## config.mk

```make
export PLATFORM = sky130hd
export DESIGN_NAME = audio_stream_ping_pong_writer_unit
export DESIGN_NICKNAME = d
export VERILOG_FILES = /design/src/hw/rtl/aspw_pkg.sv /design/src/hw/rtl/aspw_front.sv /design/src/hw/rtl/aspw_queue.sv /design/src/hw/rtl/aspw_back.sv /design/src/hw/rtl/audio_stream_ping_pong_writer_unit.sv
export SDC_FILE = /design/constraint.sdc
export NUM_CORES = 1
export LEC_CHECK = 0
export BUFFER_PORTS_ARGS = -buffer_cell sky130_fd_sc_hd__buf_2
export CAP_MARGIN = 30
export CORE_ASPECT_RATIO = 1.1
export CORE_MARGIN = 4
export CORE_UTILIZATION = 35
export DETAILED_ROUTE_END_ITERATION = 16
export GPL_TIMING_DRIVEN = 0
export PLACE_DENSITY_LB_ADDON = 0.25
export SYNTH_ARGS = -nofsm -noshare
export SYNTH_HDL_FRONTEND = slang
export SYNTH_SLANG_ARGS = --single-unit
```

## constraint.sdc

```tcl
create_clock -name i_clk -period 4.95 [get_ports i_clk]
set_clock_uncertainty 0.1 [all_clocks]
set_input_delay 0.2475 -clock i_clk [delete_from_list [all_inputs] [get_ports i_clk]]
set_output_delay 0.2475 -clock i_clk [all_outputs]
set_load 0.02 [all_outputs]
```

## src/hw/rtl/aspw_pkg.sv

```systemverilog
package aspw_pkg;

    // field widths fixed by the stream format
    localparam int OP_W     = 2;
    localparam int SAMPLE_W = 16;
    localparam int ADDR_W   = 9;
    localparam int FREE_W   = 7;
    localparam int CFG_W    = 16;

    // sign flip turns a two's complement sample into an offset binary dac code
    localparam logic [SAMPLE_W-1:0] SIGN_FLIP = 16'h8000;

    // opcodes of an input beat
    typedef enum logic [OP_W-1:0] {
        OP_WORD  = 2'd0,
        OP_DONE  = 2'd1,
        OP_START = 2'd2,
        OP_STOP  = 2'd3
    } t_op;

    // configuration register indexes
    typedef enum logic {
        CFG_SAMPLE_RATE = 1'b0,
        CFG_STEREO_MODE = 1'b1
    } t_cfg_idx;

    localparam logic [CFG_W-1:0] SAMPLE_RATE_RESET = 16'd44100;

    // classified command handed from the front to the back
    typedef struct packed {
        logic                is_word;
        logic                is_done;
        logic                is_start;
        logic                is_stop;
        logic [SAMPLE_W-1:0] dac_code;
    } t_cmd;

endpackage

```

## src/hw/rtl/aspw_front.sv

```systemverilog
module aspw_front (
    input  logic                          i_valid,
    input  logic [aspw_pkg::OP_W-1:0]     i_opcode,
    input  logic [aspw_pkg::SAMPLE_W-1:0] i_sample_word,
    input  logic                          i_queue_full,
    output logic                          o_stall,
    output logic                          o_push,
    output aspw_pkg::t_cmd                o_cmd
);

    // accept whenever the queue has room
    assign o_stall = i_queue_full;
    assign o_push  = i_valid && !i_queue_full;

    // decode opcode and precompute the dac code
    always_comb begin
        o_cmd          = '0;
        o_cmd.dac_code = i_sample_word ^ aspw_pkg::SIGN_FLIP;
        unique case (aspw_pkg::t_op'(i_opcode))
            aspw_pkg::OP_WORD:  o_cmd.is_word  = 1'b1;
            aspw_pkg::OP_DONE:  o_cmd.is_done  = 1'b1;
            aspw_pkg::OP_START: o_cmd.is_start = 1'b1;
            aspw_pkg::OP_STOP:  o_cmd.is_stop  = 1'b1;
            default:            o_cmd.is_stop  = 1'b1;
        endcase
    end

endmodule

```

## src/hw/rtl/aspw_queue.sv

```systemverilog
module aspw_queue (
    input  logic           i_clk,
    input  logic           i_rst_n,
    input  logic           i_push,
    input  aspw_pkg::t_cmd i_cmd,
    input  logic           i_pop,
    output logic           o_full,
    output logic           o_valid,
    output aspw_pkg::t_cmd o_cmd
);

    aspw_pkg::t_cmd r_mem [2];
    logic           r_wr_ptr, n_wr_ptr;
    logic           r_rd_ptr, n_rd_ptr;
    logic [1:0]     r_count,  n_count;

    assign o_full  = (r_count == 2'd2);
    assign o_valid = (r_count != 2'd0);
    assign o_cmd   = r_mem[r_rd_ptr];

    // pointer and fill count update
    always_comb begin
        n_wr_ptr = r_wr_ptr ^ i_push;
        n_rd_ptr = r_rd_ptr ^ i_pop;
        n_count  = r_count;
        if (i_push && !i_pop) begin
            n_count = r_count + 2'd1;
        end else if (!i_push && i_pop) begin
            n_count = r_count - 2'd1;
        end
    end

    always_ff @(posedge i_clk) begin
        if (!i_rst_n) begin
            r_wr_ptr <= 1'b0;
            r_rd_ptr <= 1'b0;
            r_count  <= 2'd0;
        end else begin
            r_wr_ptr <= n_wr_ptr;
            r_rd_ptr <= n_rd_ptr;
            r_count  <= n_count;
        end
    end

    // storage
    always_ff @(posedge i_clk) begin
        if (i_push) begin
            r_mem[r_wr_ptr] <= i_cmd;
        end
    end

endmodule

```

## src/hw/rtl/aspw_back.sv

```systemverilog
module aspw_back #(
    parameter int BANK_WORDS   = 512,
    parameter int PACKET_WORDS = 16
) (
    input  logic                          i_clk,
    input  logic                          i_rst_n,
    input  logic                          i_cmd_valid,
    input  aspw_pkg::t_cmd                i_cmd,
    output logic                          o_cmd_pop,
    input  logic                          i_stall,
    output logic                          o_valid,
    output logic                          o_write_enable,
    output logic                          o_write_bank,
    output logic [aspw_pkg::ADDR_W-1:0]   o_write_address,
    output logic [aspw_pkg::SAMPLE_W-1:0] o_write_data,
    output logic                          o_start_playback,
    output logic [aspw_pkg::FREE_W-1:0]   o_free_packets,
    output logic                          o_packet_dropped
);

    localparam int CREDITS_PER_BANK = BANK_WORDS / PACKET_WORDS;
    localparam int CREDIT_LIMIT     = 2 * CREDITS_PER_BANK;
    localparam int CREDIT_W         = (CREDIT_LIMIT < 2) ? 1 : $clog2(CREDIT_LIMIT + 1);
    localparam int HEAD_W           = $clog2(BANK_WORDS);
    localparam int WIP_W            = (PACKET_WORDS < 2) ? 1 : $clog2(PACKET_WORDS);

    logic [CREDIT_W-1:0] r_credit,    n_credit;
    logic                r_head_bank, n_head_bank;
    logic [HEAD_W-1:0]   r_head_word, n_head_word;
    logic [WIP_W-1:0]    r_wip,       n_wip;
    logic                r_kept,      n_kept;
    logic                r_kick,      n_kick;
    logic                r_active,    n_active;

    logic                        r_out_valid, n_out_valid;
    logic                        r_we,      n_we;
    logic                        r_wb,      n_wb;
    logic [aspw_pkg::ADDR_W-1:0] r_wa,      n_wa;
    logic [aspw_pkg::SAMPLE_W-1:0] r_wd,    n_wd;
    logic                        r_sp,      n_sp;
    logic [aspw_pkg::FREE_W-1:0] r_free,    n_free;
    logic                        r_dropped, n_dropped;

    logic                take;
    logic [CREDIT_W:0]   credit_sum;
    logic [31:0]         addr_ext;
    logic [31:0]         free_ext;

    // take a command when the output register is empty or being drained
    assign take      = i_cmd_valid && (!r_out_valid || !i_stall);
    assign o_cmd_pop = take;

    assign credit_sum = {1'b0, r_credit} + (CREDIT_W + 1)'(CREDITS_PER_BANK);
    assign addr_ext   = 32'(r_head_word);

    // state update and result for one command
    always_comb begin
        n_credit    = r_credit;
        n_head_bank = r_head_bank;
        n_head_word = r_head_word;
        n_wip       = r_wip;
        n_kept      = r_kept;
        n_kick      = r_kick;
        n_active    = r_active;
        n_we        = 1'b0;
        n_wb        = 1'b0;
        n_wa        = '0;
        n_wd        = '0;
        n_sp        = 1'b0;
        n_dropped   = 1'b0;

        if (i_cmd.is_word) begin
            // credit is taken on the first word of a packet
            if (r_wip == '0) begin
                if (r_active && (r_credit != '0)) begin
                    n_credit = r_credit - CREDIT_W'(1);
                    n_kept   = 1'b1;
                end else begin
                    n_kept   = 1'b0;
                end
            end
            if (n_kept) begin
                n_we = 1'b1;
                n_wb = r_head_bank;
                n_wa = addr_ext[aspw_pkg::ADDR_W-1:0];
                n_wd = i_cmd.dac_code;
                if (r_head_word == HEAD_W'(BANK_WORDS - 1)) begin
                    n_head_word = '0;
                    n_head_bank = ~r_head_bank;
                    if (r_kick) begin
                        n_sp   = 1'b1;
                        n_kick = 1'b0;
                    end
                end else begin
                    n_head_word = r_head_word + HEAD_W'(1);
                end
            end else begin
                n_dropped = 1'b1;
            end
            // packet framing
            if (r_wip == WIP_W'(PACKET_WORDS - 1)) begin
                n_wip = '0;
            end else begin
                n_wip = r_wip + WIP_W'(1);
            end
        end else if (i_cmd.is_done) begin
            // while streaming, return one bank of credits, saturating at two banks
            if (r_active) begin
                if (credit_sum > (CREDIT_W + 1)'(CREDIT_LIMIT)) begin
                    n_credit = CREDIT_W'(CREDIT_LIMIT);
                end else begin
                    n_credit = credit_sum[CREDIT_W-1:0];
                end
            end
        end else if (i_cmd.is_start) begin
            n_active    = 1'b1;
            n_kick      = 1'b1;
            n_credit    = CREDIT_W'(CREDIT_LIMIT);
            n_head_bank = 1'b0;
            n_head_word = '0;
            n_wip       = '0;
            n_kept      = 1'b0;
        end else begin
            n_active = 1'b0;
            n_kick   = 1'b0;
        end
    end

    assign free_ext = 32'(n_credit);
    assign n_free   = free_ext[aspw_pkg::FREE_W-1:0];

    // output valid follows takes and drains
    always_comb begin
        n_out_valid = r_out_valid;
        if (take) begin
            n_out_valid = 1'b1;
        end else if (!i_stall) begin
            n_out_valid = 1'b0;
        end
    end

    // control state
    always_ff @(posedge i_clk) begin
        if (!i_rst_n) begin
            r_credit    <= '0;
            r_head_bank <= 1'b0;
            r_head_word <= '0;
            r_wip       <= '0;
            r_kept      <= 1'b0;
            r_kick      <= 1'b0;
            r_active    <= 1'b0;
            r_out_valid <= 1'b0;
        end else begin
            r_out_valid <= n_out_valid;
            if (take) begin
                r_credit    <= n_credit;
                r_head_bank <= n_head_bank;
                r_head_word <= n_head_word;
                r_wip       <= n_wip;
                r_kept      <= n_kept;
                r_kick      <= n_kick;
                r_active    <= n_active;
            end
        end
    end

    // result register
    always_ff @(posedge i_clk) begin
        if (take) begin
            r_we      <= n_we;
            r_wb      <= n_wb;
            r_wa      <= n_wa;
            r_wd      <= n_wd;
            r_sp      <= n_sp;
            r_free    <= n_free;
            r_dropped <= n_dropped;
        end
    end

    assign o_valid          = r_out_valid;
    assign o_write_enable   = r_we;
    assign o_write_bank     = r_wb;
    assign o_write_address  = r_wa;
    assign o_write_data     = r_wd;
    assign o_start_playback = r_sp;
    assign o_free_packets   = r_free;
    assign o_packet_dropped = r_dropped;

endmodule

```

## src/hw/rtl/audio_stream_ping_pong_writer_unit.sv

```systemverilog
// a beat accepted at the input is held in the command queue; the back takes it from the queue and registers its result
// throughput: one beat per cycle while the output is not stalled, set by the credit and head update in the back
// a two-entry command queue lets the input keep going while a result waits to be taken
// reset (synchronous, active low): credits, bank head, packet framing, kickstart and
// streaming flags, queue and result valid clear; sample rate goes to 44100, mono mode
module audio_stream_ping_pong_writer_unit #(
    parameter int BANK_WORDS   = 512,
    parameter int PACKET_WORDS = 16
) (
    input  logic                          i_clk,
    input  logic                          i_rst_n,
    input  logic                          i_cfg_we,
    input  logic                          i_cfg_index,
    input  logic [aspw_pkg::CFG_W-1:0]    i_cfg_data,
    input  logic                          i_valid,
    output logic                          o_stall,
    input  logic [aspw_pkg::OP_W-1:0]     i_opcode,
    input  logic [aspw_pkg::SAMPLE_W-1:0] i_sample_word,
    output logic                          o_valid,
    input  logic                          i_stall,
    output logic                          o_write_enable,
    output logic                          o_write_bank,
    output logic [aspw_pkg::ADDR_W-1:0]   o_write_address,
    output logic [aspw_pkg::SAMPLE_W-1:0] o_write_data,
    output logic                          o_start_playback,
    output logic [aspw_pkg::FREE_W-1:0]   o_free_packets,
    output logic                          o_packet_dropped
);

    logic [aspw_pkg::CFG_W-1:0] r_rate;
    logic                       r_stereo_mode;

    logic           push;
    logic           pop;
    logic           queue_full;
    logic           queue_valid;
    aspw_pkg::t_cmd front_cmd;
    aspw_pkg::t_cmd queue_cmd;

    // held settings for the playback engine
    always_ff @(posedge i_clk) begin
        if (!i_rst_n) begin
            r_rate        <= aspw_pkg::SAMPLE_RATE_RESET;
            r_stereo_mode <= 1'b0;
        end else if (i_cfg_we) begin
            unique case (aspw_pkg::t_cfg_idx'(i_cfg_index))
                aspw_pkg::CFG_SAMPLE_RATE: r_rate        <= i_cfg_data;
                aspw_pkg::CFG_STEREO_MODE: r_stereo_mode <= i_cfg_data[0];
                default: r_stereo_mode <= r_stereo_mode;
            endcase
        end
    end

    aspw_front u_front (
        .i_valid       (i_valid),
        .i_opcode      (i_opcode),
        .i_sample_word (i_sample_word),
        .i_queue_full  (queue_full),
        .o_stall       (o_stall),
        .o_push        (push),
        .o_cmd         (front_cmd)
    );

    aspw_queue u_queue (
        .i_clk   (i_clk),
        .i_rst_n (i_rst_n),
        .i_push  (push),
        .i_cmd   (front_cmd),
        .i_pop   (pop),
        .o_full  (queue_full),
        .o_valid (queue_valid),
        .o_cmd   (queue_cmd)
    );

    aspw_back #(
        .BANK_WORDS   (BANK_WORDS),
        .PACKET_WORDS (PACKET_WORDS)
    ) u_back (
        .i_clk            (i_clk),
        .i_rst_n          (i_rst_n),
        .i_cmd_valid      (queue_valid),
        .i_cmd            (queue_cmd),
        .o_cmd_pop        (pop),
        .i_stall          (i_stall),
        .o_valid          (o_valid),
        .o_write_enable   (o_write_enable),
        .o_write_bank     (o_write_bank),
        .o_write_address  (o_write_address),
        .o_write_data     (o_write_data),
        .o_start_playback (o_start_playback),
        .o_free_packets   (o_free_packets),
        .o_packet_dropped (o_packet_dropped)
    );

endmodule

```

-- After elaboration in Yosys (flattened, before gate mapping)
Memories as Yosys holds them, arrays and structs flattened. A register that Yosys moved wholly into a read port is not among the register bits.
Index checks and enable logic that the tools add are counted.
- bitwise logic cells: 6
- mux-type cells: 44
- reductions and logical operators: 24
- order comparisons: 1
- equal/unequal tests: 10
- $add $sub $neg: 6
- operators by type and width (cell ; number):
    7-bit 2-to-1 mux ; 7
    9-bit 2-to-1 mux ; 5
    1-bit 2-to-1 mux ; 26
    4-bit 2-to-1 mux ; 4
    9-bit by 1-bit adder with 9-bit output, second input constant ; 1
    9-bit equality test, second input constant ; 1
    3-bit AND reduction ; 3
    7-bit by 6-bit adder with 8-bit output, second input constant ; 1
    8-bit by 7-bit > comparator with 1-bit output, second input constant ; 1
    2-bit by 1-bit inequality test with 1-bit output, second input constant ; 4
    4-bit AND reduction ; 2
    7-bit nonzero test ; 1
    7-bit by 1-bit subtractor with 7-bit output, second input constant ; 1
    2-bit equality test, second input constant ; 3
    2-bit nonzero test ; 3
    1-bit logical AND ; 5
    1-bit logical NOT ; 5
    5-bit AND reduction ; 1
    4-bit by 1-bit adder with 4-bit output, second input constant ; 1
    4-bit equality test, second input constant ; 1
    4-bit logical NOT ; 1
    2-bit 2-to-1 mux ; 2
    1-bit NOT ; 4
    2-bit by 1-bit adder with 2-bit output, second input constant ; 1
    6 further kinds ; 7
- input bits: 40
- register bits after elaboration: 65
- output and inout port bits: 38
- memories kept: 1
- RAM bits: 40
- word-level logic and storage cells: 110
- memories (memory ; words ; bits a word ; read ports ; clocked after Yosys merged registers in ; wr ports ; line ; source):
    u_queue.r_mem ; 2 ; 20 ; 1 ; 1 ; 1 ; aspw_queue.sv:12 ; aspw_pkg::t_cmd r_mem [2];

-- Longest topological paths before layout
Gate-level depths: netlist (run 1).
- depth in word-level cells: 7
- mapped depth: 9
- gate-level depth less buffers: 9

-- Cells and area by module
A second synthesis (run 1) with hierarchy kept.
- cell total of the unflattened synthesis: 408
- area total of the unflattened synthesis: 4899.7 sq um
- modules (own cells, without submodules) (module ; area each (sq um) ; cells an instance ; times used ; seq. area each (sq um)):
    aspw_back ; 3076.7 ; 302 ; 1 ; 1581.5
    aspw_queue ; 1666.6 ; 84 ; 1 ; 1301.2
    aspw_front ; 156.4 ; 22 ; 1 ; 0.0

-- Worst setup path before layout (run 1)
Ideal clock, no wire load.
- path type: register to register
- start point: register u_back.r_out_valid (netlist: u_back.o_valid)
- end point: register u_back.r_head_word[0]
- clock period less this slack: 2.658 ns
- path slack: 2.292 ns
- library setup time: 0.128 ns
- stages on the path, launching flop included: 9
- data required time: 4.722 ns
- buffers on the path: 1
- arrival time: 2.430 ns
- path through: dfxtp_1 > nand2_1 > o21ai_2 > clkinv_1 > o221ai_1 > clkbuf_1 > a21oi_1 > mux2i_1 > nor2_1
- longest elaborated chain between the ends: 4
- ends and longest elaborated chain (element ; line ; source):
    from (decl) ; aspw_back.sv:35 ; logic r_out_valid, n_out_valid;
    from (signal assigned) ; aspw_back.sv:154 ; r_out_valid <= n_out_valid;
    1-bit logical NOT ; aspw_back.sv:50 ; assign take = i_cmd_valid && (!r_out_valid || !i_stall);
    1-bit logical OR ; aspw_back.sv:50 ;
    1-bit logical AND ; aspw_back.sv:50 ;
    named net pop ; audio_stream_ping_pong_writer_unit.sv:34 ; logic pop;
    4-bit AND reduction (no source line) ; n/a ;
    to (signal assigned) ; aspw_back.sv:158 ; r_head_word <= n_head_word;
    to (decl) ; aspw_back.sv:29 ; logic [HEAD_W-1:0] r_head_word, n_head_word;
The timed path passes the listed nets, and every way through them passes these cells.
A chain may end at the register's enable or synchronous reset.

-- Final worst setup path (run 1)
- start point: register u_queue.r_count[1]
- end point: register u_back.r_head_word[0]
- longest elaborated chain between the ends: 3
- ends and longest elaborated chain (element ; line ; source):
    from (decl) ; aspw_queue.sv:15 ; logic [1:0] r_count, n_count;
    from (signal assigned) ; aspw_queue.sv:41 ; r_count <= n_count;
    2-bit nonzero test ; aspw_queue.sv:18 ; assign o_valid = (r_count != 2'd0);
    1-bit logical AND ; aspw_back.sv:50 ;
    named net pop ; audio_stream_ping_pong_writer_unit.sv:34 ;
    4-bit AND reduction (no source line) ; n/a ;
The timed path passes the listed nets, and every way through them passes these cells.

==> results.md, run 1 <==
* Die H at approximately 130 um
* Path class of the lowest-slack min-delay path: in2reg
* Count of TritonRoute iterations in the first routing pass at 4
* First-pass GRT wire length at around 14 mm
* Cells along the critical path: o21ai_2 -> clkinv_2 -> o221ai_1 -> clkbuf_1 -> a21oi_1 -> mux2i_1 -> nor2_1
* Met2 Routed Length at around 4.3 mm
* Post-CTS setup buffers at 0
* Slowest stage cell, crit path: sky130_fd_sc_hd__clkinv_2
* Number of nets still failing antenna checks after routing at 0
* Layout filler cell count at 1189
* Core region area at around 13000 um^2
* Top delay family on crit path: buffers and inverters
* IO Port Bufs at between 50 and 60
* Category of the worst setup path capture point: flop
* Final Critical Period at about 2800 ps
* Clock tree from TritonCTS: built
* Total number of yosys warnings at 0
* Register area share after synthesis at 63.28%
* Final Max Slew Viols at 0
* Total overflow reported by the global router at 0
* Max_slew headroom at between 30% and 40%
* Final setup violating endpoints at 0
* Starting Density at a little over a third
* Bufs on Longest Clock Path at 2
* Horizontal extent of the die at 115.6 um
* Multi-input logic area at ~1500 um^2
* Wire length after detailed routing at a little under 9 mm
* Via count of the first global-routing pass at approximately 3.0k
* Worst reg2reg path startpoint: u_queue.r_count[1]
* Critical-path maximum fanout at 42
* Clk root buf: sky130_fd_sc_hd__clkbuf_16
* Detailed-route vias per instance at about 4.9
* Met1 layer wirelength in the final routing at 3.862 mm
* Layout cells sized above 1 at between 10% and 20%
* Clock slew seen by the registers of the worst setup and hold paths at about 70 ps
* PwrDens at between 500 and 600 nW/um^2
* Overall power after layout at around 0.0028 W
* Data required time at the worst endpoint at approximately 5100 ps
* Iteration-0 DRC count of the detailed router at between 70 and 80
* Worst setup path start: u_queue.r_count[1]
* Category of the most critical setup path: reg2reg
* CP Data Arrival Time at 2900 ps
* CP Depth at 7
* Setup repair after global routing missed its margin: false
* Number of buffer and inverter instances along the worst setup path at 2
* Antenna diode count at 0
* Nets in the synthesized netlist at 417
* Peak VDD IR at 0.0002516 V
* TritonCTS sink count at approximately 100
* Per-cell routed wire length at roughly 14 um
* Register-to-register setup slack at between 2000 and 2500 ps
* Clock insertion delay at the later pin of the skew report at roughly 340 ps
* Cell variety after synth at 52
* Result of the run: completed
* Critical path destination: u_back.r_head_word[0]
* Synth async-reset ratio at 0%
* Number of CTS-inserted buffers at 9
* Area taken by flip-flops and latches at roughly 2800 um^2
* Final weighted congestion in routability-driven placement at ~0.78
* Layout-stage area growth over the synthesis result at 21.82%
* Startpoint type of the worst setup path: flop
* Number of placement rows at 43
* Synthesized cell area at roughly 4500 um^2
* Cell leakage power at about 2.0 nW
* Primary FF master, synth: sky130_fd_sc_hd__edfxtp_1
* Mean post-synth cell area at approximately 12 um^2
* Max Clock Freq at 0.3587 GHz
* Worst-margin pin slew at around 930 ps
* Number of synthesized flops with an enable pin at 74
* Post-route DRC at 0
* Largest stage delay, worst path at approximately 650 ps
* Share of the clock period used by the worst path at between 50% and 60%
* HPWL after detailed placement at just under 6 mm
* Final #Nets at ~500
* Synthesized instance count at 366
* Max-cap violation count at 0
* Met3 routed WL at around 440 um
* Number of cells traversed by the worst register-to-register path at 7
* Die footprint at approximately 15000 um^2
* Capture point of the worst reg-to-reg path: u_back.r_head_word[0]
* Maximum number of pins on one net before global-route repair at 43
* Routed via count at 3009
* Number of hold violations in the final report at 0
* H-tree levels at 3
* Uppermost routed layer: met4
* Synthesis-stage register bit count at ~100
* Top-level port count at 78
* Setup total negative slack at 0 ps
* Antenna violations before repair at 0
* Total Routing Usage GR at roughly an eighth
layout by cell type, fill, tap and decap left out, drive strengths merged, types with 7 or more instances in the layout:
cell type / netlist / routed
nand3: 10 / 10
o31ai: 7 / 7
clkbuf: 9 / 19
o21ai: 12 / 12
ha: 11 / 11
nand2: 19 / 19
xnor2: 7 / 7
nor3: 7 / 7
nor2: 46 / 46
and2: 11 / 11
a21oi: 19 / 19
edfxtp: 74 / 74
inv: 14 / 18
buf: 6 / 64
dlygate4sd3: 0 / 15
nor2b: 8 / 8
mux2i: 23 / 23
dfxtp: 30 / 30
cells by family after synthesis:
group | Yosys count | synth area share [%]
AND/OR/NAND/NOR | 118 | 13.21
AO/OA/AOI/OAI | 68 | 10.10
XOR/XNOR | 9 | 1.767
flip-flops | 104 | 63.28
multiplexers | 26 | 5.919
buffers and inverters | 30 | 2.637
adder cells (fa/ha/maj) | 11 | 3.086
what timing repair did:
item,CTS,global route
hold buffers,15,0
gates resized for setup,0,0
hold endpoints to repair,30,0
worst min-delay path by stage:
stage | from | to | slack, ps | cells past startpoint
CTS | i_stall | u_back.o_valid | 50 | 3
finish | i_stall | u_back.o_valid | 70 | 3
global route | i_stall | u_back.o_valid | 80 | 3
detailed placement | i_sample_word[0] | u_queue.r_mem[1][0] | 340 | 1
floorplan | i_sample_word[0] | u_queue.r_mem[0][0] | 250 | 0
global placement | i_sample_word[8] | u_queue.r_mem[0][8] | 340 | 1
layer usage:
metal | global-route usage, % | vias up
li1 | - | 1515
met1 | 15.59 | 1420
met2 | 20.57 | 64
met3 | 3.769 | 10
met4 | 4.096 | 0
met5 | 0 | -
worst register-to-register path, cell delays in order (launching register included):
cell	delay (ps)
sky130_fd_sc_hd__dfxtp_1	350
sky130_fd_sc_hd__o21ai_2	280
sky130_fd_sc_hd__clkinv_2	660
sky130_fd_sc_hd__o221ai_1	480
sky130_fd_sc_hd__clkbuf_1	430
sky130_fd_sc_hd__a21oi_1	130
sky130_fd_sc_hd__mux2i_1	190
sky130_fd_sc_hd__nor2_1	50
synthesized netlist by cell type (2+ instances only):
| library cell | instances | area share (%) |
|---|---|---|
| sky130_fd_sc_hd__buf_2 | 4 | 0.45 |
| sky130_fd_sc_hd__dfxtp_1 | 30 | 13 |
| sky130_fd_sc_hd__inv_1 | 14 | 1.2 |
| sky130_fd_sc_hd__a221oi_1 | 2 | 0.39 |
| sky130_fd_sc_hd__xnor2_1 | 7 | 1.4 |
| sky130_fd_sc_hd__a41oi_1 | 2 | 0.39 |
| sky130_fd_sc_hd__a31oi_1 | 3 | 0.42 |
| sky130_fd_sc_hd__o21ai_0 | 10 | 1.1 |
| sky130_fd_sc_hd__nor3_1 | 7 | 0.79 |
| sky130_fd_sc_hd__nor2_1 | 46 | 3.9 |
| sky130_fd_sc_hd__o22ai_1 | 4 | 0.56 |
| sky130_fd_sc_hd__or3_1 | 2 | 0.28 |
| sky130_fd_sc_hd__a22oi_1 | 3 | 0.50 |
| sky130_fd_sc_hd__nand2_1 | 19 | 1.6 |
| sky130_fd_sc_hd__o31ai_1 | 6 | 1.0 |
| sky130_fd_sc_hd__mux2_2 | 3 | 0.76 |
| sky130_fd_sc_hd__a211oi_1 | 5 | 0.84 |
| sky130_fd_sc_hd__ha_1 | 11 | 3.1 |
| sky130_fd_sc_hd__o32ai_1 | 2 | 0.39 |
| sky130_fd_sc_hd__buf_1 | 2 | 0.17 |
| sky130_fd_sc_hd__edfxtp_1 | 74 | 50 |
| sky130_fd_sc_hd__mux2i_1 | 23 | 5.2 |
| sky130_fd_sc_hd__xor2_1 | 2 | 0.39 |
| sky130_fd_sc_hd__nor2b_1 | 8 | 1.1 |
| sky130_fd_sc_hd__and2_1 | 11 | 1.5 |
| sky130_fd_sc_hd__or4_1 | 2 | 0.34 |
| sky130_fd_sc_hd__a21oi_1 | 19 | 2.1 |
| sky130_fd_sc_hd__or2_2 | 2 | 0.28 |
| sky130_fd_sc_hd__and3_1 | 2 | 0.28 |
| sky130_fd_sc_hd__nand3b_1 | 2 | 0.34 |
| sky130_fd_sc_hd__nand3_1 | 10 | 1.1 |
| sky130_fd_sc_hd__clkbuf_1 | 9 | 0.76 |
power by group:
part	total, W	internal [W]	switching [W]
clock network	0.000730	0.000402	0.000328
registers	0.00126	0.00119	0.0000703
logic	0.000842	0.000273	0.000570
total	0.00283	0.00186	0.000968
final cells by class:
type / instances / share of cell area [%]
Clock inverter: 7 / 1.566
Tap cell: 157 / 3.615
Multi-Input combinational cell: 232 / 27.98
Inverter: 15 / 1.059
Sequential cell: 104 / 51.95
Clock buffer: 9 / 4.145
Timing Repair Buffer: 74 / 8.566
Buffer: 15 / 1.128
state kept, by name, indices dropped and copies added (netlist names), named ones only:
signal,cells
u_queue.r_count,2
u_back.o_write_address,9
u_back.o_write_data,16
u_back.r_kick,1
u_back.o_packet_dropped,1
u_back.r_wip,4
u_back.r_credit,7
u_back.o_write_bank,1
u_back.o_valid,1
u_back.o_write_enable,1
u_back.r_kept,1
u_queue.r_mem,38
u_queue.r_wr_ptr,1
u_back.r_active,1
u_back.o_start_playback,1
u_queue.r_rd_ptr,1
u_back.r_head_word,9
u_back.r_head_bank,1
u_back.o_free_packets,7
through the flow:
stage                     setup slack, ps  hold slack, ps  utilization, %  area, um^2  std cells
after floorplan                      2292           246.4               -        4461        366
after global placement               1332           336.5           39.47        4947        581
after detailed placement             2094           339.7           39.48        4949        581
after CTS                            2111           52.52           43.15        5409        612
after global routing                 1847           80.34           43.35        5434        613
final                                2162           70.86           43.35        5434        613
Note: power is estimated with default switching activity, not from simulation.
==> run 2: changes to the inputs <==
==> constraint.sdc (replaced) <==
create_clock -name i_clk -period 2.82 [get_ports i_clk]
set_clock_uncertainty 0.1 [all_clocks]
set_input_delay 0.141 -clock i_clk [delete_from_list [all_inputs] [get_ports i_clk]]
set_output_delay 0.141 -clock i_clk [all_outputs]
set_load 0.02 [all_outputs]
==> run 2 against run 1 <==
  * Global-route usage up 0.070 points
  * Routed wire length up 0.87%
  * Largest power group unchanged
  * Clock-buffer cell count unchanged
==> results.md, run 2 (synthesis gave the netlist of run 1 again) <==
* Result of the run: completed (unchanged)
* Per-cell routed wire length at 14.17 um (was 14.14 um)
* Horizontal extent of the die at 115.6 um (unchanged)
* Antenna diode count at 0 (unchanged)
* Starting Density at 35.58% (unchanged)
* Layout cells sized above 1 at 19.57% (was 19.74%)
* Max-cap violation count at 0 (unchanged)
* Most flop-heavy register: u_queue.r_mem (unchanged)
* Final weighted congestion in routability-driven placement at 0.7765 (unchanged)
* Final #Nets at 506 (was 502)
* Clock insertion delay at the later pin of the skew report at 340 ps (about the same)
* Most used cells in the layout excluding fill and tap cells: sky130_fd_sc_hd__edfxtp_1 (74), sky130_fd_sc_hd__buf_2 (62), sky130_fd_sc_hd__nor2_1 (46) (unchanged)
* Clock slew seen by the registers of the worst setup and hold paths at 70 ps (about the same)
* Peak VDD IR at 0.0004422 V (was 0.0002516 V)
* Total overflow reported by the global router at 0 (unchanged)
* Critical-path maximum fanout at 10 (was 42)
* Share of the clock period used by the worst path at 90.51% (was 56.32%)
* H-tree levels at 3 (unchanged)
* Core region area at 12540 um^2 (unchanged)
* Total Routing Usage GR at 12.53% (was 12.46%)
* Portion of total power attributed to the clock network at 25.8% (about the same)
* Maximum number of pins on one net before global-route repair at 43 (unchanged)
* Final Critical Period at 2552 ps (was 2788 ps)
* Post-route insts no fill at 617 (was 613)
* Utilization of the core after routing at 43.70% (was 43.35%)
* CP Data Arrival Time at 2660 ps (was 2900 ps)
* Category of the worst setup path capture point: flop (unchanged)
* Final Max Slew Viols at 0 (unchanged)
* Reg power frac at 44.2% (was 44.4%)
* Number of placed instances with taps included at 581 (unchanged)
* Power Internal at 0.003267 W (was 0.001860 W)
* IO Port Bufs at 58 (unchanged)
* Number of nets still failing antenna checks after routing at 0 (unchanged)
* Via count of the first global-routing pass at 2996 (was 2985)
* Number of placement rows at 43 (unchanged)
* Number of CTS-inserted buffers at 9 (unchanged)
* Die H at 126.4 um (unchanged)
* Max reg flops at 38 (unchanged)
* Post-DP Area at 4949 um^2 (unchanged)
* TritonCTS sink count at 104 (unchanged)
* Category of the most critical setup path: reg2reg (unchanged)
* Top-level port count at 78 (unchanged)
* Post-CTS setup buffers at 0 (unchanged)
* Final setup violating endpoints at 0 (unchanged)
* Max_slew headroom at 37.72% (was 38.02%)
* Routed via count at 3023 (was 3009)
* Detailed-route vias per instance at 4.900 (was 4.909)
* Post-route cell area at 5478 um^2 (was 5434 um^2)
* Post-route DRC at 0 (unchanged)
* Path class of the lowest-slack min-delay path: in2reg (unchanged)
* Die footprint at 14620 um^2 (unchanged)
* Overall power after layout at 0.004974 W (was 0.002828 W)
* Bufs on Longest Clock Path at 2 (unchanged)
* Most common library cell in the layout ignoring fill and taps: sky130_fd_sc_hd__edfxtp_1 (unchanged)
* Data required time at the worst endpoint at 2930 ps (was 5060 ps)
* Worst hold-check slack at 151.4 ps (was 70.86 ps)
* Net switching power of the design at 0.001707 W (was 0.0009680 W)
* Worst-margin pin slew at 934.2 ps (was 929.7 ps)
* Startpoint type of the worst setup path: flop (unchanged)
* Comb power frac at 30.0% (was 29.8%)
* Antenna violations before repair at 0 (unchanged)
* Clock tree from TritonCTS: built (unchanged)
* Layout-stage area growth over the synthesis result at 22.80% (was 21.82%)
* Iteration-0 DRC count of the detailed router at 79 (was 72)
* First-pass GRT wire length at 14.49 mm (was 14.40 mm)
* HPWL after detailed placement at 5.787 mm (unchanged)
* Max Clock Freq at 0.3918 GHz (was 0.3587 GHz)
* Count of TritonRoute iterations in the first routing pass at 4 (unchanged)
* Cell leakage power at 2.043 nW (was 2.027 nW)
* Wire length after detailed routing at 8.741 mm (was 8.666 mm)
* PwrDens at 908.0 nW/um^2 (was 520.5 nW/um^2)
* Number of hold violations in the final report at 0 (unchanged)
* Setup repair after global routing missed its margin: false (unchanged)
* Clk root buf: sky130_fd_sc_hd__clkbuf_16 (unchanged)
* Fraction of power spent switching nets at 34.31% (was 34.22%)
* Register-to-register setup slack at 270 ps (was 2160 ps)
==> run 2: cell types whose count changed in the layout (fill, tap and decap cells not counted) <==
cell	delta
sky130_fd_sc_hd__clkinv_2	-1
sky130_fd_sc_hd__clkinv_4	+1
sky130_fd_sc_hd__dlygate4sd3_1	+4
==> run 2: metrics by stage <==
step	TNS (ps)	setup slack (ps)
floorplan	0	162.1
global placement	-9524	-798.2
detailed placement	-70.74	-36.42
CTS	0	237.7
global route	0	20.60
finish	0	267.6
==> run 2: final cells by class <==
type                    instances  area [um^2]
clock buffers                   9        225.2
clock inverters                 7        85.08
plain buffers                  15        61.31
inverters                      15        61.31
fillers                      1186         7058
multi-input cells             232         1520
well taps                     157        196.4
repair buffers                 78        505.5
flip-flops and latches        104         2823
==> run 2: worst max-delay path, stage by stage (launching register included) <==
cell and delay [ps]:
sky130_fd_sc_hd__dfxtp_1 410, sky130_fd_sc_hd__inv_1 130, sky130_fd_sc_hd__ha_1 250, sky130_fd_sc_hd__nor3b_1 170
sky130_fd_sc_hd__a21o_2 240, sky130_fd_sc_hd__clkbuf_1 240, sky130_fd_sc_hd__and2_1 250, sky130_fd_sc_hd__o31ai_2 510
sky130_fd_sc_hd__nor2_1 110
==> run 2: worst paths after layout <==
check,endpoint,cells past startpoint,from
setup reg to reg,u_back.r_head_word[2],8,u_back.r_credit[0]
hold reg to reg,u_back.r_kick,2,u_back.r_kick
setup / recovery,u_back.r_head_word[2],8,u_back.r_credit[0]
hold / removal,u_back.r_credit[6],3,i_rst_n
==> run 2: routing by layer <==
layer / vias up / wire length (um) / part of all wire, % / GRT usage (%)
met4: 0 / 109 / 1.2 / 4.096
met5: - / 0 / 0 / 0
li1: 1523 / - / - / -
met2: 64 / 4322 / 49 / 20.84
met1: 1425 / 3874 / 44 / 15.65
met3: 11 / 435 / 5.0 / 3.626
==> run 2: repair_timing <==
action | 4_1_cts | 5_1_grt
hold buffers | 19 | 0
hold endpoints to repair | 39 | 0
endpoints found under the setup margin | 3 | 0
gates resized for setup | 1 | 0
==> run 2: power groups by stage <==
stage / registers [W] / logic [W] / clock network [W]
final: 0.00220 / 0.00149 / 0.00128
after detailed placement: 0.00224 / 0.00146 / 0
after floorplan: 0.00253 / 0.000708 / 0
after CTS: 0.00221 / 0.00150 / 0.00133
after global routing: 0.00224 / 0.00164 / 0.00141
after global placement: 0.00224 / 0.00145 / 0
==> run 3: changes to the inputs <==
--- a/config.mk
+++ b/config.mk
@@ -9,7 +9,8 @@
 export CAP_MARGIN = 30
 export CORE_ASPECT_RATIO = 1.1
 export CORE_MARGIN = 4
-export CORE_UTILIZATION = 35
+export CORE_UTILIZATION = 25
+export CTS_BUF_LIST = sky130_fd_sc_hd__clkbuf_4 sky130_fd_sc_hd__clkbuf_8
 export DETAILED_ROUTE_END_ITERATION = 16
 export GPL_TIMING_DRIVEN = 0
 export PLACE_DENSITY_LB_ADDON = 0.25
==> run 3 against run 2 <==
  * Final area decreased by 0.27%
  * Sequential cell count unchanged
  * Combinational power is essentially flat
  * Clock power fell by 28%
  * Critical path depth unchanged
  * Hold slack worse by 17 ps
  * Die area rose by 37%
  * Critical path type unchanged
  * Fmax is 2.0% higher
  * Non-clock buffer count up 1
  * Sequential power about the same
  * Cell count grew 13%
==> results.md, run 3 (synthesis gave the netlist of run 1 again) <==
* Result of the run: completed (unchanged)
* Category of the worst setup path capture point: flop (unchanged)
* Total overflow reported by the global router at 0 (unchanged)
* Post-CTS setup buffers at 0 (unchanged)
* Most common library cell in the layout ignoring fill and taps: sky130_fd_sc_hd__edfxtp_1 (unchanged)
* H-tree levels at 3 (unchanged)
* Multi-input logic area at 1525 um^2 (was 1520 um^2)
* Cell leakage power at 1.995 nW (was 2.043 nW)
* Bufs on Longest Clock Path at 2 (unchanged)
* Startpoint type of the worst setup path: flop (unchanged)
* Antenna violations before repair at 0 (unchanged)
* Iteration-0 DRC count of the detailed router at 206 (was 79)
* Max-cap violation count at 0 (unchanged)
* Final Max Slew Viols at 0 (unchanged)
* IO Port Bufs at 58 (unchanged)
* Antenna diode count at 0 (unchanged)
* Wire length after detailed routing at 9.491 mm (was 8.741 mm)
* Largest stage delay, worst path at 520 ps (was 510 ps)
* Peak VDD IR at 0.0002643 V (was 0.0004422 V)
* Count of TritonRoute iterations in the first routing pass at 4 (unchanged)
* Via count of the first global-routing pass at 3077 (was 2996)
* Category of the most critical setup path: reg2reg (unchanged)
* HPWL after detailed placement at 6.571 mm (was 5.787 mm)
* Data required time at the worst endpoint at 2970 ps (was 2930 ps)
* Final #Nets at 507 (was 506)
* Number of placement rows at 50 (was 43)
* Worst-margin pin slew at 789.4 ps (was 934.2 ps)
* Layout cells sized above 1 at 19.96% (was 19.57%)
* Post-route DRC at 0 (unchanged)
* Number of CTS-inserted buffers at 9 (unchanged)
* Slowest stage cell, crit path: sky130_fd_sc_hd__o31ai_2 (unchanged)
* PwrDens at 847.1 nW/um^2 (was 908.0 nW/um^2)
* Routed via count at 3062 (was 3023)
* Final Critical Period at 2502 ps (was 2552 ps)
* Path class of the lowest-slack min-delay path: in2reg (unchanged)
* Critical-path maximum fanout at 10 (unchanged)
* Horizontal extent of the die at 135.4 um (was 115.6 um)
* Starting Density at 25.83% (was 35.58%)
* Number of hold violations in the final report at 0 (unchanged)
* Clock insertion delay at the later pin of the skew report at 370 ps (was 340 ps)
* Maximum number of pins on one net before global-route repair at 43 (unchanged)
* Clk root buf: sky130_fd_sc_hd__clkbuf_8 (was sky130_fd_sc_hd__clkbuf_16)
* Share of the clock period used by the worst path at 88.71% (was 90.51%)
* Detailed-route vias per instance at 4.406 (was 4.900)
* TritonCTS sink count at 104 (unchanged)
* Clock slew seen by the registers of the worst setup and hold paths at 110 ps (was 70 ps)
* Most flop-heavy register: u_queue.r_mem (unchanged)
* Cells along the critical path: inv_1 -> ha_1 -> nor3b_2 -> a21o_2 -> clkbuf_1 -> and2_1 -> o31ai_2 -> nor2_1 (was inv_1 -> ha_1 -> nor3b_1 -> a21o_2 -> clkbuf_1 -> and2_1 -> o31ai_2 -> nor2_1)
* Per-cell routed wire length at 13.66 um (was 14.17 um)
* Core region area at 17270 um^2 (was 12540 um^2)
* Top-level port count at 78 (unchanged)
* Total Routing Usage GR at 9.555% (was 12.53%)
* Setup total negative slack at 0 ps (unchanged)
* First-pass GRT wire length at 15.19 mm (was 14.49 mm)
* Area taken by flip-flops and latches at 2823 um^2 (unchanged)
* Most used cells in the layout excluding fill and tap cells: sky130_fd_sc_hd__edfxtp_1 (74), sky130_fd_sc_hd__buf_2 (62), sky130_fd_sc_hd__nor2_1 (46) (unchanged)
* Layout-stage area growth over the synthesis result at 22.47% (was 22.80%)
* Final weighted congestion in routability-driven placement at 0.7808 (was 0.7765)
* Max_slew headroom at 47.37% (was 37.72%)
* Final setup violating endpoints at 0 (unchanged)
* Layout filler cell count at 1765 (was 1186)
* Max reg flops at 38 (unchanged)
* Setup repair after global routing missed its margin: false (unchanged)
* Clock tree from TritonCTS: built (unchanged)
* CP Data Arrival Time at 2650 ps (was 2660 ps)
* Max Clock Freq at 0.3997 GHz (was 0.3918 GHz)
* Die footprint at 20050 um^2 (was 14620 um^2)
* Number of nets still failing antenna checks after routing at 0 (unchanged)
* Worst hold-check slack at 134.4 ps (was 151.4 ps)
* Die H at 148.1 um (was 126.4 um)
## run 3: path summary, 6_finish.rpt
check / depth (start not counted) / slack (ps) / to / from
worst min register to register: 2 / 400 / u_back.r_head_word[1] / u_back.r_head_word[1]
worst max register to register: 8 / 320 / u_back.r_head_word[2] / u_back.r_credit[0]
worst min-delay path: 3 / 130 / u_back.r_credit[6] / i_rst_n
worst max-delay path: 8 / 320 / u_back.r_head_word[2] / u_back.r_credit[0]
## run 3: stage by stage
stage | instances | setup slack [ps] | power, W | util [%] | area [um^2]
6_report | 695 | 318.3 | 0.004627 | 31.64 | 5463
5_1_grt | 695 | 65.60 | 0.004896 | 31.64 | 5463
4_1_cts | 693 | 229.9 | 0.004689 | 31.46 | 5431
3_5_place_dp | 658 | 7.109 | 0.003745 | 29.22 | 5045
3_3_place_gp | 658 | -762.7 | 0.003715 | 29.21 | 5044
2_1_floorplan | 366 | 162.1 | 0.003238 | - | 4461
## run 3: worst max-delay path, delay by kind of cell, from the launching register on
| kind | cells | cell delay, ps |
|---|---|---|
| AND/OR/NAND/NOR | 3 | 520 |
| AO/OA/AOI/OAI | 2 | 760 |
| flip-flops | 1 | 410 |
| adder cells (fa/ha/maj) | 1 | 260 |
| buffers and inverters | 2 | 340 |
## run 3: power breakdown
| group | switching [W] | internal, W |
|---|---|---|
| registers | 0.000125 | 0.00207 |
| clock network | 0.000568 | 0.000348 |
| logic | 0.00103 | 0.000484 |
| total | 0.00172 | 0.00291 |
## run 3: layout make-up
class | count | share of cell area [%]
multi-input cells | 232 | 27.92
well taps | 234 | 5.360
clock buffers | 9 | 2.268
plain buffers | 15 | 1.122
clock inverters | 7 | 1.260
flip-flops and latches | 104 | 51.67
repair buffers | 79 | 9.276
inverters | 15 | 1.122
## run 3: repair_timing
action | CTS | global route
endpoints found under the hold margin | 39 | 0
gates resized for setup | 1 | 1
hold buffers | 19 | 0
endpoints found under the setup margin | 1 | 2
## run 3: per-layer routing
metal	vias to the layer above	routed length, um	GRT usage, %
li1	1526	-	-
met1	1443	4001	11.22
met2	81	4883	16.63
met3	12	439	2.503
met4	0	167	3.730
met5	-	0	0
